File: src/hdl/plri_pkg.sv
// Shared types, constants and codes for the piecewise-linear rate interpolator.
package plri_pkg;

    // Table size default and lower bound on entries in use
    localparam int DEF_MAX_ENTRIES = 16;
    localparam int MIN_ENTRIES     = 2;

    // Configuration register
    localparam int             CFG_W     = 5;
    localparam logic [CFG_W-1:0] CNT_RESET = 5'd2;

    // Stream payload widths
    localparam int IDX_IN_W    = 4;
    localparam int IN_TDATA_W  = 104;
    localparam int IN_TUSER_W  = 1;
    localparam int OUT_TDATA_W = 32;
    localparam int OUT_TUSER_W = 2;

    // Datapath widths
    localparam int ALU_W   = 66;
    localparam int MUL_A_W = 33;
    localparam int MUL_B_W = 16;
    localparam int MUL_P_W = MUL_A_W + MUL_B_W;
    localparam int Q_W     = 34;
    localparam int K_W     = 6;

    // Saturation bounds, signed Q16.16
    localparam logic [31:0] RATE_MAX = 32'h7FFF_FFFF;
    localparam logic [31:0] RATE_MIN = 32'h8000_0000;

    // Item kinds on the input tuser
    localparam logic CMD_WRITE = 1'b0;
    localparam logic CMD_QUERY = 1'b1;

    typedef enum logic [1:0] {
        STAT_OK     = 2'd0,
        STAT_BEFORE = 2'd1,
        STAT_SAT    = 2'd2,
        STAT_ZSPAN  = 2'd3
    } status_t;

    typedef struct packed {
        logic [31:0] tenor;
        logic [31:0] rate;
    } entry_t;

    typedef struct packed {
        logic [ALU_W-1:0] a;
        logic [ALU_W-1:0] b;
        logic             sub;
    } alu_req_t;

    typedef struct packed {
        logic [31:0] rate;
        status_t     status;
    } result_t;

endpackage

File: src/hdl/plri_tbl.sv
// Breakpoint table: one write port, one registered read port.
module plri_tbl
    import plri_pkg::*;
#(
    parameter int DEPTH = DEF_MAX_ENTRIES,
    localparam int AW   = $clog2(DEPTH)
)
(
    input  logic          clk,
    input  logic          wr_en,
    input  logic [AW-1:0] wr_addr,
    input  entry_t        wr_data,
    input  logic [AW-1:0] rd_addr,
    output entry_t        rd_data
);

    entry_t mem [DEPTH];

    // write port
    always_ff @(posedge clk)
    begin
        if (wr_en)
        begin
            mem[wr_addr] <= wr_data;
        end
    end

    // registered read port
    always_ff @(posedge clk)
    begin
        rd_data <= mem[rd_addr];
    end

endmodule

File: src/hdl/plri_alu.sv
// Shared arithmetic unit: one wide adder/subtractor and a 33x16 multiplier.
module plri_alu
    import plri_pkg::*;
(
    input  alu_req_t             req,
    input  logic [MUL_A_W-1:0]   mul_a,
    input  logic [MUL_B_W-1:0]   mul_b,
    output logic [ALU_W-1:0]     sum,
    output logic [MUL_P_W-1:0]   prod
);

    // add or subtract; the sign bit of a difference doubles as a compare
    assign sum = req.sub ? (req.a - req.b) : (req.a + req.b);

    // one partial product per use, registered by the sequencer
    assign prod = mul_a * mul_b;

endmodule

File: src/hdl/plri_seq.sv
// Sequencer: table scan, span and slope set-up, product, rounding divide, saturation.
module plri_seq
    import plri_pkg::*;
#(
    parameter int MAX_ENTRIES = DEF_MAX_ENTRIES,
    localparam int AW         = $clog2(MAX_ENTRIES)
)
(
    input  logic               clk,
    input  logic               rst_n,
    input  logic               in_accept,
    input  logic               in_cmd,
    input  logic [IDX_IN_W-1:0] in_entry_index,
    input  logic [31:0]        in_tenor,
    input  logic [31:0]        in_rate,
    input  logic [31:0]        in_query_time,
    input  logic [CFG_W-1:0]   entry_count,
    output logic               tbl_wr_en,
    output logic [AW-1:0]      tbl_wr_addr,
    output entry_t             tbl_wr_data,
    output logic [AW-1:0]      tbl_rd_addr,
    input  entry_t             tbl_rd_data,
    output alu_req_t           alu_req,
    output logic [MUL_A_W-1:0] mul_a,
    output logic [MUL_B_W-1:0] mul_b,
    input  logic [ALU_W-1:0]   alu_sum,
    input  logic [MUL_P_W-1:0] mul_p,
    output logic               idle,
    output logic               res_valid,
    output result_t            res,
    input  logic               res_take
);

    localparam int CW = $clog2(MAX_ENTRIES + 1);
    localparam int LW = (CW > CFG_W) ? CW : CFG_W;

    typedef enum logic [3:0] {
        S_IDLE, S_SCAN, S_SPAN, S_MSP, S_DT, S_DR, S_MDR, S_MUL_LO,
        S_MUL_HI, S_ACC, S_NUM, S_OVF, S_DIV, S_FIN, S_DONE
    } state_t;

    // control
    state_t            state_reg, state_next;
    result_t           res_reg, res_next;
    logic [AW-1:0]     scan_addr_reg, scan_addr_next;
    logic [AW-1:0]     cmp_idx_reg, cmp_idx_next;
    logic              rd_vld_reg, rd_vld_next;
    logic [AW-1:0]     last_reg, last_next;
    logic [K_W-1:0]    k_reg, k_next;

    // datapath
    logic [31:0]       t_reg, t_next;
    logic [31:0]       t1_reg, t1_next;
    logic [31:0]       r1_reg, r1_next;
    logic [31:0]       t2_reg, t2_next;
    logic [31:0]       r2_reg, r2_next;
    logic [32:0]       span_reg, span_next;
    logic              sp_neg_reg, sp_neg_next;
    logic [31:0]       mdt_reg, mdt_next;
    logic [32:0]       dr_reg, dr_next;
    logic              dr_neg_reg, dr_neg_next;
    logic [MUL_P_W-1:0] lo_reg, lo_next;
    logic [MUL_P_W-1:0] hi_reg, hi_next;
    logic [63:0]       num_reg, num_next;
    logic [31:0]       rem_reg, rem_next;
    logic [Q_W-1:0]    q_reg, q_next;

    logic [LW-1:0]     cnt_l;
    logic [LW-1:0]     n_l;
    logic              alu_ge;
    logic              tenor_eq;
    logic [32:0]       rem_sh;
    logic              neg;
    logic              res_fits;

    // table write straight from an accepted write item
    assign tbl_wr_en   = in_accept && (in_cmd == CMD_WRITE)
                         && (32'(in_entry_index) < 32'(MAX_ENTRIES));
    assign tbl_wr_addr = AW'(in_entry_index);
    assign tbl_wr_data = '{tenor: in_tenor, rate: in_rate};
    assign tbl_rd_addr = scan_addr_reg;

    assign idle      = (state_reg == S_IDLE);
    assign res_valid = (state_reg == S_DONE);
    assign res       = res_reg;

    // entries in use, clamped to MIN_ENTRIES..MAX_ENTRIES
    always_comb
    begin
        cnt_l = LW'(entry_count);
        if (cnt_l < LW'(MIN_ENTRIES))
        begin
            n_l = LW'(MIN_ENTRIES);
        end
        else if (cnt_l > LW'(MAX_ENTRIES))
        begin
            n_l = LW'(MAX_ENTRIES);
        end
        else
        begin
            n_l = cnt_l;
        end
    end

    assign alu_ge   = ~alu_sum[ALU_W-1];
    assign tenor_eq = (tbl_rd_data.tenor == t_reg);
    assign rem_sh   = {rem_reg, num_reg[k_reg]};
    assign neg      = sp_neg_reg ^ dr_neg_reg;
    assign res_fits = (&alu_sum[ALU_W-1:31]) || ~(|alu_sum[ALU_W-1:31]);

    // multiplier operands: low half of dt, then high half
    assign mul_a = dr_reg;
    assign mul_b = (state_reg == S_MUL_HI) ? mdt_reg[31:16] : mdt_reg[15:0];

    // next-state and datapath steps
    always_comb
    begin
        state_next     = state_reg;
        res_next       = res_reg;
        scan_addr_next = scan_addr_reg;
        cmp_idx_next   = cmp_idx_reg;
        rd_vld_next    = rd_vld_reg;
        last_next      = last_reg;
        k_next         = k_reg;
        t_next         = t_reg;
        t1_next        = t1_reg;
        r1_next        = r1_reg;
        t2_next        = t2_reg;
        r2_next        = r2_reg;
        span_next      = span_reg;
        sp_neg_next    = sp_neg_reg;
        mdt_next       = mdt_reg;
        dr_next        = dr_reg;
        dr_neg_next    = dr_neg_reg;
        lo_next        = lo_reg;
        hi_next        = hi_reg;
        num_next       = num_reg;
        rem_next       = rem_reg;
        q_next         = q_reg;
        alu_req        = '{a: '0, b: '0, sub: 1'b0};

        case (state_reg)
            S_IDLE:
            begin
                if (in_accept)
                begin
                    if (in_cmd == CMD_QUERY)
                    begin
                        t_next         = in_query_time;
                        last_next      = AW'(n_l - LW'(1));
                        scan_addr_next = '0;
                        rd_vld_next    = 1'b0;
                        state_next     = S_SCAN;
                    end
                    else
                    begin
                        res_next   = '{rate: '0, status: STAT_OK};
                        state_next = S_DONE;
                    end
                end
            end

            // one entry per cycle; the previous entry is kept as the lower point
            S_SCAN:
            begin
                alu_req = '{a: {{(ALU_W-32){1'b0}}, tbl_rd_data.tenor},
                            b: {{(ALU_W-32){1'b0}}, t_reg}, sub: 1'b1};
                if (scan_addr_reg != last_reg)
                begin
                    scan_addr_next = scan_addr_reg + AW'(1);
                end
                cmp_idx_next = scan_addr_reg;
                rd_vld_next  = 1'b1;
                if (rd_vld_reg)
                begin
                    if (tenor_eq)
                    begin
                        res_next   = '{rate: tbl_rd_data.rate, status: STAT_OK};
                        state_next = S_DONE;
                    end
                    else if (alu_ge && (cmp_idx_reg == '0))
                    begin
                        res_next   = '{rate: '0, status: STAT_BEFORE};
                        state_next = S_DONE;
                    end
                    else if (alu_ge || (cmp_idx_reg == last_reg))
                    begin
                        t2_next    = tbl_rd_data.tenor;
                        r2_next    = tbl_rd_data.rate;
                        state_next = S_SPAN;
                    end
                    else
                    begin
                        t1_next = tbl_rd_data.tenor;
                        r1_next = tbl_rd_data.rate;
                    end
                end
            end

            // span = t2 - t1
            S_SPAN:
            begin
                alu_req   = '{a: {{(ALU_W-32){1'b0}}, t2_reg},
                              b: {{(ALU_W-32){1'b0}}, t1_reg}, sub: 1'b1};
                span_next = alu_sum[32:0];
                if (alu_sum == '0)
                begin
                    res_next   = '{rate: '0, status: STAT_ZSPAN};
                    state_next = S_DONE;
                end
                else
                begin
                    state_next = S_MSP;
                end
            end

            // |span|
            S_MSP:
            begin
                alu_req     = '{a: '0, b: {{(ALU_W-33){span_reg[32]}}, span_reg},
                                sub: span_reg[32]};
                span_next   = alu_sum[32:0];
                sp_neg_next = span_reg[32];
                state_next  = S_DT;
            end

            // dt = t - t1, always positive here
            S_DT:
            begin
                alu_req    = '{a: {{(ALU_W-32){1'b0}}, t_reg},
                               b: {{(ALU_W-32){1'b0}}, t1_reg}, sub: 1'b1};
                mdt_next   = alu_sum[31:0];
                state_next = S_DR;
            end

            // dr = r2 - r1
            S_DR:
            begin
                alu_req    = '{a: {{(ALU_W-32){r2_reg[31]}}, r2_reg},
                               b: {{(ALU_W-32){r1_reg[31]}}, r1_reg}, sub: 1'b1};
                dr_next    = alu_sum[32:0];
                state_next = S_MDR;
            end

            // |dr|
            S_MDR:
            begin
                alu_req     = '{a: '0, b: {{(ALU_W-33){dr_reg[32]}}, dr_reg},
                                sub: dr_reg[32]};
                dr_next     = alu_sum[32:0];
                dr_neg_next = dr_reg[32];
                state_next  = S_MUL_LO;
            end

            S_MUL_LO:
            begin
                lo_next    = mul_p;
                state_next = S_MUL_HI;
            end

            S_MUL_HI:
            begin
                hi_next    = mul_p;
                state_next = S_ACC;
            end

            // product = lo + hi * 2^16
            S_ACC:
            begin
                alu_req    = '{a: {{(ALU_W-MUL_P_W){1'b0}}, lo_reg},
                               b: {{(ALU_W-MUL_P_W-MUL_B_W){1'b0}}, hi_reg,
                                   {MUL_B_W{1'b0}}},
                               sub: 1'b0};
                num_next   = alu_sum[63:0];
                state_next = S_NUM;
            end

            // add half the span for rounding
            S_NUM:
            begin
                alu_req    = '{a: {{(ALU_W-64){1'b0}}, num_reg},
                               b: {{(ALU_W-31){1'b0}}, span_reg[31:1]}, sub: 1'b0};
                num_next   = alu_sum[63:0];
                state_next = S_OVF;
            end

            // quotient of 2^34 or more saturates in any case
            S_OVF:
            begin
                alu_req = '{a: {{(ALU_W-30){1'b0}}, num_reg[63:34]},
                            b: {{(ALU_W-32){1'b0}}, span_reg[31:0]}, sub: 1'b1};
                if (alu_ge)
                begin
                    q_next     = '1;
                    state_next = S_FIN;
                end
                else
                begin
                    rem_next   = {2'b00, num_reg[63:34]};
                    q_next     = '0;
                    k_next     = K_W'(Q_W - 1);
                    state_next = S_DIV;
                end
            end

            // restoring divide, one quotient bit per cycle
            S_DIV:
            begin
                alu_req = '{a: {{(ALU_W-33){1'b0}}, rem_sh},
                            b: {{(ALU_W-32){1'b0}}, span_reg[31:0]}, sub: 1'b1};
                if (alu_ge)
                begin
                    rem_next = alu_sum[31:0];
                    q_next   = {q_reg[Q_W-2:0], 1'b1};
                end
                else
                begin
                    rem_next = rem_sh[31:0];
                    q_next   = {q_reg[Q_W-2:0], 1'b0};
                end
                if (k_reg == '0)
                begin
                    state_next = S_FIN;
                end
                else
                begin
                    k_next = k_reg - K_W'(1);
                end
            end

            // r1 +/- q, then clamp
            S_FIN:
            begin
                alu_req = '{a: {{(ALU_W-32){r1_reg[31]}}, r1_reg},
                            b: {{(ALU_W-Q_W){1'b0}}, q_reg}, sub: neg};
                if (q_reg[Q_W-1] && (|q_reg[Q_W-2:0]))
                begin
                    res_next = '{rate: neg ? RATE_MIN : RATE_MAX, status: STAT_SAT};
                end
                else if (res_fits)
                begin
                    res_next = '{rate: alu_sum[31:0], status: STAT_OK};
                end
                else
                begin
                    res_next = '{rate: alu_sum[ALU_W-1] ? RATE_MIN : RATE_MAX,
                                 status: STAT_SAT};
                end
                state_next = S_DONE;
            end

            S_DONE:
            begin
                if (res_take)
                begin
                    state_next = S_IDLE;
                end
            end

            default:
            begin
                state_next = S_IDLE;
            end
        endcase
    end

    // state, counters and the registered result
    always_ff @(posedge clk or negedge rst_n)
    begin
        if (!rst_n)
        begin
            state_reg     <= S_IDLE;
            res_reg       <= '{rate: '0, status: STAT_OK};
            scan_addr_reg <= '0;
            cmp_idx_reg   <= '0;
            rd_vld_reg    <= 1'b0;
            last_reg      <= '0;
            k_reg         <= '0;
        end
        else
        begin
            state_reg     <= state_next;
            res_reg       <= res_next;
            scan_addr_reg <= scan_addr_next;
            cmp_idx_reg   <= cmp_idx_next;
            rd_vld_reg    <= rd_vld_next;
            last_reg      <= last_next;
            k_reg         <= k_next;
        end
    end

    // datapath registers
    always_ff @(posedge clk)
    begin
        t_reg      <= t_next;
        t1_reg     <= t1_next;
        r1_reg     <= r1_next;
        t2_reg     <= t2_next;
        r2_reg     <= r2_next;
        span_reg   <= span_next;
        sp_neg_reg <= sp_neg_next;
        mdt_reg    <= mdt_next;
        dr_reg     <= dr_next;
        dr_neg_reg <= dr_neg_next;
        lo_reg     <= lo_next;
        hi_reg     <= hi_next;
        num_reg    <= num_next;
        rem_reg    <= rem_next;
        q_reg      <= q_next;
    end

endmodule

File: src/hdl/piecewise_linear_rate_interp.sv
// Top level of the piecewise-linear rate interpolator: ports, config register, output stage.
//
// Input stream (s_axis_*): tuser selects a write (0) or a query (1). A write stores
// one breakpoint (tenor in seconds, rate in signed Q16.16); a query gives a time.
// Every request gives exactly one response on the output stream (m_axis_*): the
// rate in tdata and a status in tuser (ok, before first tenor, saturated, zero span).
// cfg_wr_en/cfg_wr_data set the number of entries in use; write it only while idle.
// A write goes straight to the response state. A query scans the table one entry per
// cycle up to the first tenor at or past the query time, then works on the shared adder:
// span, |span|, dt, dr, |dr|, two product halves and their sum, rounding term, overflow
// check, bit-per-cycle rounding divide for a 34-bit quotient, final add and clamp. Exact
// hits and times before the first tenor end with the scan, zero spans at the span step.
// One request is in work at a time; s_axis_tready is low from acceptance until the
// response has moved to the output register, so a new request can be taken while
// the previous response still waits there. If the receiver stalls, the response
// holds and the sequencer waits with its next one.
// Reset clears control state and sets the entry count to 2; table contents are
// undefined until written.
module piecewise_linear_rate_interp
    import plri_pkg::*;
#(
    parameter int MAX_ENTRIES = DEF_MAX_ENTRIES
)
(
    input  logic                   clk,
    input  logic                   rst_n,
    input  logic                   cfg_wr_en,
    input  logic [CFG_W-1:0]       cfg_wr_data,   // entry_count
    input  logic                   s_axis_tvalid,
    output logic                   s_axis_tready,
    // entry_index[3:0], tenor_seconds[35:4], rate_value[67:36], query_time[99:68]
    input  logic [IN_TDATA_W-1:0]  s_axis_tdata,
    input  logic [IN_TUSER_W-1:0]  s_axis_tuser,  // cmd[0]
    output logic                   m_axis_tvalid,
    input  logic                   m_axis_tready,
    output logic [OUT_TDATA_W-1:0] m_axis_tdata,  // rate_result[31:0]
    output logic [OUT_TUSER_W-1:0] m_axis_tuser   // status[1:0]
);

    localparam int AW = $clog2(MAX_ENTRIES);

    logic [CFG_W-1:0]   entry_count_reg;
    logic               in_accept;
    logic               seq_idle;
    logic               res_valid;
    logic               res_take;
    result_t            seq_res;
    logic               out_valid_reg;
    result_t            out_reg;

    logic               tbl_wr_en;
    logic [AW-1:0]      tbl_wr_addr;
    entry_t             tbl_wr_data;
    logic [AW-1:0]      tbl_rd_addr;
    entry_t             tbl_rd_data;

    alu_req_t           alu_req;
    logic [MUL_A_W-1:0] mul_a;
    logic [MUL_B_W-1:0] mul_b;
    logic [ALU_W-1:0]   alu_sum;
    logic [MUL_P_W-1:0] mul_p;

    assign s_axis_tready = seq_idle;
    assign in_accept     = s_axis_tvalid && s_axis_tready;

    // entry count register
    always_ff @(posedge clk or negedge rst_n)
    begin
        if (!rst_n)
        begin
            entry_count_reg <= CNT_RESET;
        end
        else if (cfg_wr_en)
        begin
            entry_count_reg <= cfg_wr_data;
        end
    end

    plri_tbl #(
        .DEPTH   (MAX_ENTRIES)
    ) u_tbl (
        .clk     (clk),
        .wr_en   (tbl_wr_en),
        .wr_addr (tbl_wr_addr),
        .wr_data (tbl_wr_data),
        .rd_addr (tbl_rd_addr),
        .rd_data (tbl_rd_data)
    );

    plri_alu u_alu (
        .req   (alu_req),
        .mul_a (mul_a),
        .mul_b (mul_b),
        .sum   (alu_sum),
        .prod  (mul_p)
    );

    plri_seq #(
        .MAX_ENTRIES (MAX_ENTRIES)
    ) u_seq (
        .clk            (clk),
        .rst_n          (rst_n),
        .in_accept      (in_accept),
        .in_cmd         (s_axis_tuser[0]),
        .in_entry_index (s_axis_tdata[3:0]),
        .in_tenor       (s_axis_tdata[35:4]),
        .in_rate        (s_axis_tdata[67:36]),
        .in_query_time  (s_axis_tdata[99:68]),
        .entry_count    (entry_count_reg),
        .tbl_wr_en      (tbl_wr_en),
        .tbl_wr_addr    (tbl_wr_addr),
        .tbl_wr_data    (tbl_wr_data),
        .tbl_rd_addr    (tbl_rd_addr),
        .tbl_rd_data    (tbl_rd_data),
        .alu_req        (alu_req),
        .mul_a          (mul_a),
        .mul_b          (mul_b),
        .alu_sum        (alu_sum),
        .mul_p          (mul_p),
        .idle           (seq_idle),
        .res_valid      (res_valid),
        .res            (seq_res),
        .res_take       (res_take)
    );

    // output register: loads when empty or being drained
    assign res_take = res_valid && (!out_valid_reg || m_axis_tready);

    always_ff @(posedge clk or negedge rst_n)
    begin
        if (!rst_n)
        begin
            out_valid_reg <= 1'b0;
        end
        else if (res_take)
        begin
            out_valid_reg <= 1'b1;
        end
        else if (m_axis_tready)
        begin
            out_valid_reg <= 1'b0;
        end
    end

    always_ff @(posedge clk)
    begin
        if (res_take)
        begin
            out_reg <= seq_res;
        end
    end

    assign m_axis_tvalid = out_valid_reg;
    assign m_axis_tdata  = out_reg.rate;
    assign m_axis_tuser  = out_reg.status;

endmodule

File: config.mk
export PLATFORM = sky130hd
export DESIGN_NAME = piecewise_linear_rate_interp
export DESIGN_NICKNAME = d
export VERILOG_FILES = /design/src/hdl/plri_pkg.sv /design/src/hdl/plri_tbl.sv /design/src/hdl/plri_alu.sv /design/src/hdl/plri_seq.sv /design/src/hdl/piecewise_linear_rate_interp.sv
export SDC_FILE = /design/constraint.sdc
export NUM_CORES = 2
export LEC_CHECK = 0
export BUFFER_PORTS_ARGS = -buffer_cell sky130_fd_sc_hd__buf_2
export CAP_MARGIN = 0
export CORE_AREA = 3 3 405 407
export DETAILED_ROUTE_END_ITERATION = 10
export DIE_AREA = 0 0 408 410
export PLACE_DENSITY = 0.75
export SYNTH_ARGS = -nofsm -noshare
export SYNTH_HDL_FRONTEND = slang
export SYNTH_SLANG_ARGS = --single-unit
File: constraint.sdc
create_clock -name clk -period 20.6 [get_ports clk]
set_clock_uncertainty 0.15 [all_clocks]
set_input_delay 4.12 -clock clk [delete_from_list [all_inputs] [get_ports clk]]
set_output_delay 4.12 -clock clk [all_outputs]
set_load 0.03 [all_outputs]
==> results_dict.tcl <==
set metrics [dict create \
    tritoncts "yes" \
    core_region_area_mm2 0.161 \
    cp_max_fo 73 \
    synth_flop_cell "edfxtp_1" \
    tightest_slew_ns 1.39 \
    grt_start_max_net_pins 150 \
    cts_buffers 161 \
    antenna_found_initial 46 \
    yosys-top-cells-area "edfxtp_1, fa_1, mux4_2" \
    postCtsSetupBuffers 0 \
    rows 147 \
    io_buffers 146 \
    post_cts_resized 0 \
    ys_types 102 \
    area_growth_pct 9.99 \
    rsz0062_at_grt "false" \
    cts_root_buf "clkbuf_16" \
    ant_nets 0 \
    ys_seq_elements 1673 \
    fin_crit_sh 0.602 \
    initial_core_util 0.550 \
    drive_above_1_share 0.148 \
    htree_levels 4 \
    clockBufferDepth 3 \
    fmax_ghz 0.0806 \
    nets 7143 \
    dp_hpwl_mm 180 \
    synthArstFlopShare 0.0377 \
    setup-tns-final_ns 0 \
    dr_total_vias 58200 \
    wirelength_mm 277 \
    die_y_um 410 \
    hold_viol 0 \
    drtIter0Drc 7849 \
    first_pass_iters 11 \
    fp.dieW_um 408 \
    cts_hold_buffers 0 \
    end_kind "flip-flop" \
    seq_area_mm2 0.0493 \
    drcViolationCount 1 \
    status "finished with violations" \
    critical_path_class "flip-flop to flip-flop" \
    largest_reg_flops 1024 \
    grt_pass1_wl_mm 403 \
    syn_area_per_cell_um2 13.9 \
    die_area_mm2 0.167 \
    final_cell_mix "edfxtp_1, nand2_1, inv_1, fa_1, mux4_2" \
    cp-start-kind "flip-flop" \
    place_congestion 1.01 \
    slew_headroom 0.0706 \
    viasPerCell 6.67 \
    clock_latency_ns 0.84 \
    synth_enable_flop_cells 1546 \
    hold_path_class "flip-flop to flip-flop" \
    slew_violations 0 \
    crit_arrival_ns 12.97 \
    clock-sinks 1673 \
    final-setup-viol-count 0 \
    mostFrequentLayoutCell "edfxtp_1" \
    period_minus_slack_ns 12.41 \
    required_ns 21.16 \
    ioPinCount 151 \
    syn-num-nets 7092 \
    wire_per_inst_um 31.8 \
    violations "design-rule violations" \
    maxCapViolations 0 \
    overflow 0 \
    synth_top_area_frac 0.525 \
    fillers 11500 \
    grtUsageTotal 0.332 \
    synth_cells 6353 \
    grt_pass1_vias 58800 \
    multiInputGateArea_mm2 0.0362 \
    clk_pin_slew_ns 0.06 \
    synth_largest_area_cell "edfxtp_1" \
    ys_warn_count 0 \
    ys_seq_area_frac 0.558 \
    syn_area_mm2 0.0884 \
]
-- area by class of cell --
type	count	area share
well taps	2160	0.0278
flip-flops and latches	1673	0.507
repair buffers	261	0.0167
clock inverters	82	0.0116
multi-input cells	3847	0.372
diodes	29	0.000747
clock buffers	219	0.0458
inverters	460	0.0178
-- critical path: stages (launching register included) --
cell and delay, ns:
dfrtp_2 0.68, buf_4 0.72, and4bb_4 0.59, or2_0 0.58
a221oi_1 1.24, nand4_1 0.61, nor4_1 0.90, o21ai_0 0.46
or2_2 0.42, nor2_1 0.20, nand2_1 0.11, a31oi_1 0.18
a21oi_1 0.15, ha_1 0.60, and3_1 0.30, nand3_1 0.19
o221ai_1 0.38, o21bai_1 0.18, mux2i_1 0.09, a311oi_1 0.85
nand3_1 0.14, or3_1 0.44, nor4_1 0.92, o31a_1 0.71
o31ai_1 0.23, o211ai_1 0.17
-- routing by layer --
| layer | global-route usage | share of wire | routed length [µm] | vias to the layer above |
|---|---|---|---|---|
| met5 | 0 | 0.00071 | 197 | - |
| met2 | 0.516 | 0.46 | 128000 | 4087 |
| met3 | 0.0953 | 0.12 | 32800 | 979 |
| li1 | - | - | - | 23700 |
| met1 | 0.414 | 0.35 | 96700 | 29500 |
| met4 | 0.202 | 0.072 | 20000 | 30 |
-- synth_stat cells (64+ instances only) --
| library cell | n |
|---|---|
| xnor2_1 | 133 |
| fa_1 | 433 |
| and2_1 | 64 |
| a21oi_1 | 232 |
| clkbuf_1 | 270 |
| inv_1 | 457 |
| a22oi_1 | 87 |
| dfxtp_1 | 64 |
| o21ai_0 | 177 |
| nand3_1 | 75 |
| mux4_2 | 341 |
| nor2_1 | 248 |
| ha_1 | 191 |
| nor2b_1 | 121 |
| nand2_1 | 769 |
| edfxtp_1 | 1546 |
-- metrics by stage --
stage / cells / area (µm²) / hold slack [ns] / setup slack, ns / util
floorplan: 6353 / 88400 / 0.269 / 9.27 / -
global placement: 8401 / 91500 / 0.281 / 9.20 / 0.570
detailed placement: 8401 / 91500 / 0.285 / 9.11 / 0.570
CTS: 8702 / 97100 / 0.300 / 9.01 / 0.605
global route: 8708 / 97100 / 0.316 / 8.01 / 0.605
finish: 8731 / 97200 / 0.306 / 8.19 / 0.605
-- cell families after synthesis --
kind of cell    count (synthesis)  share of synthesized area
fa+ha+maj                     624                      0.125
xor+xnor                      195                     0.0195
flops                        1673                      0.558
compound gates                999                     0.0780
buf+inv                       833                     0.0369
mux                           420                     0.0961
simple gates                 1609                     0.0865
-- final timing paths --
kind	endpoint	slack, ns	depth (start not counted)	from
max	u_seq.res[17]	8.19	25	u_seq.state_reg[0]
max reg2reg	u_seq.res[17]	8.19	25	u_seq.state_reg[0]
min in group asynchronous	u_seq.res[26]	3.03	1	rst_n
min	m_axis_tuser[1]	0.31	0	u_seq.res[1]
min reg2reg	m_axis_tuser[1]	0.31	0	u_seq.res[1]
max in group asynchronous	u_seq.tbl_rd_addr[3]	16.21	2	rst_n
Power is left out: the tool's default activity adds up to more than one toggle a clock period on the data nets, which glitch-free logic cannot reach.
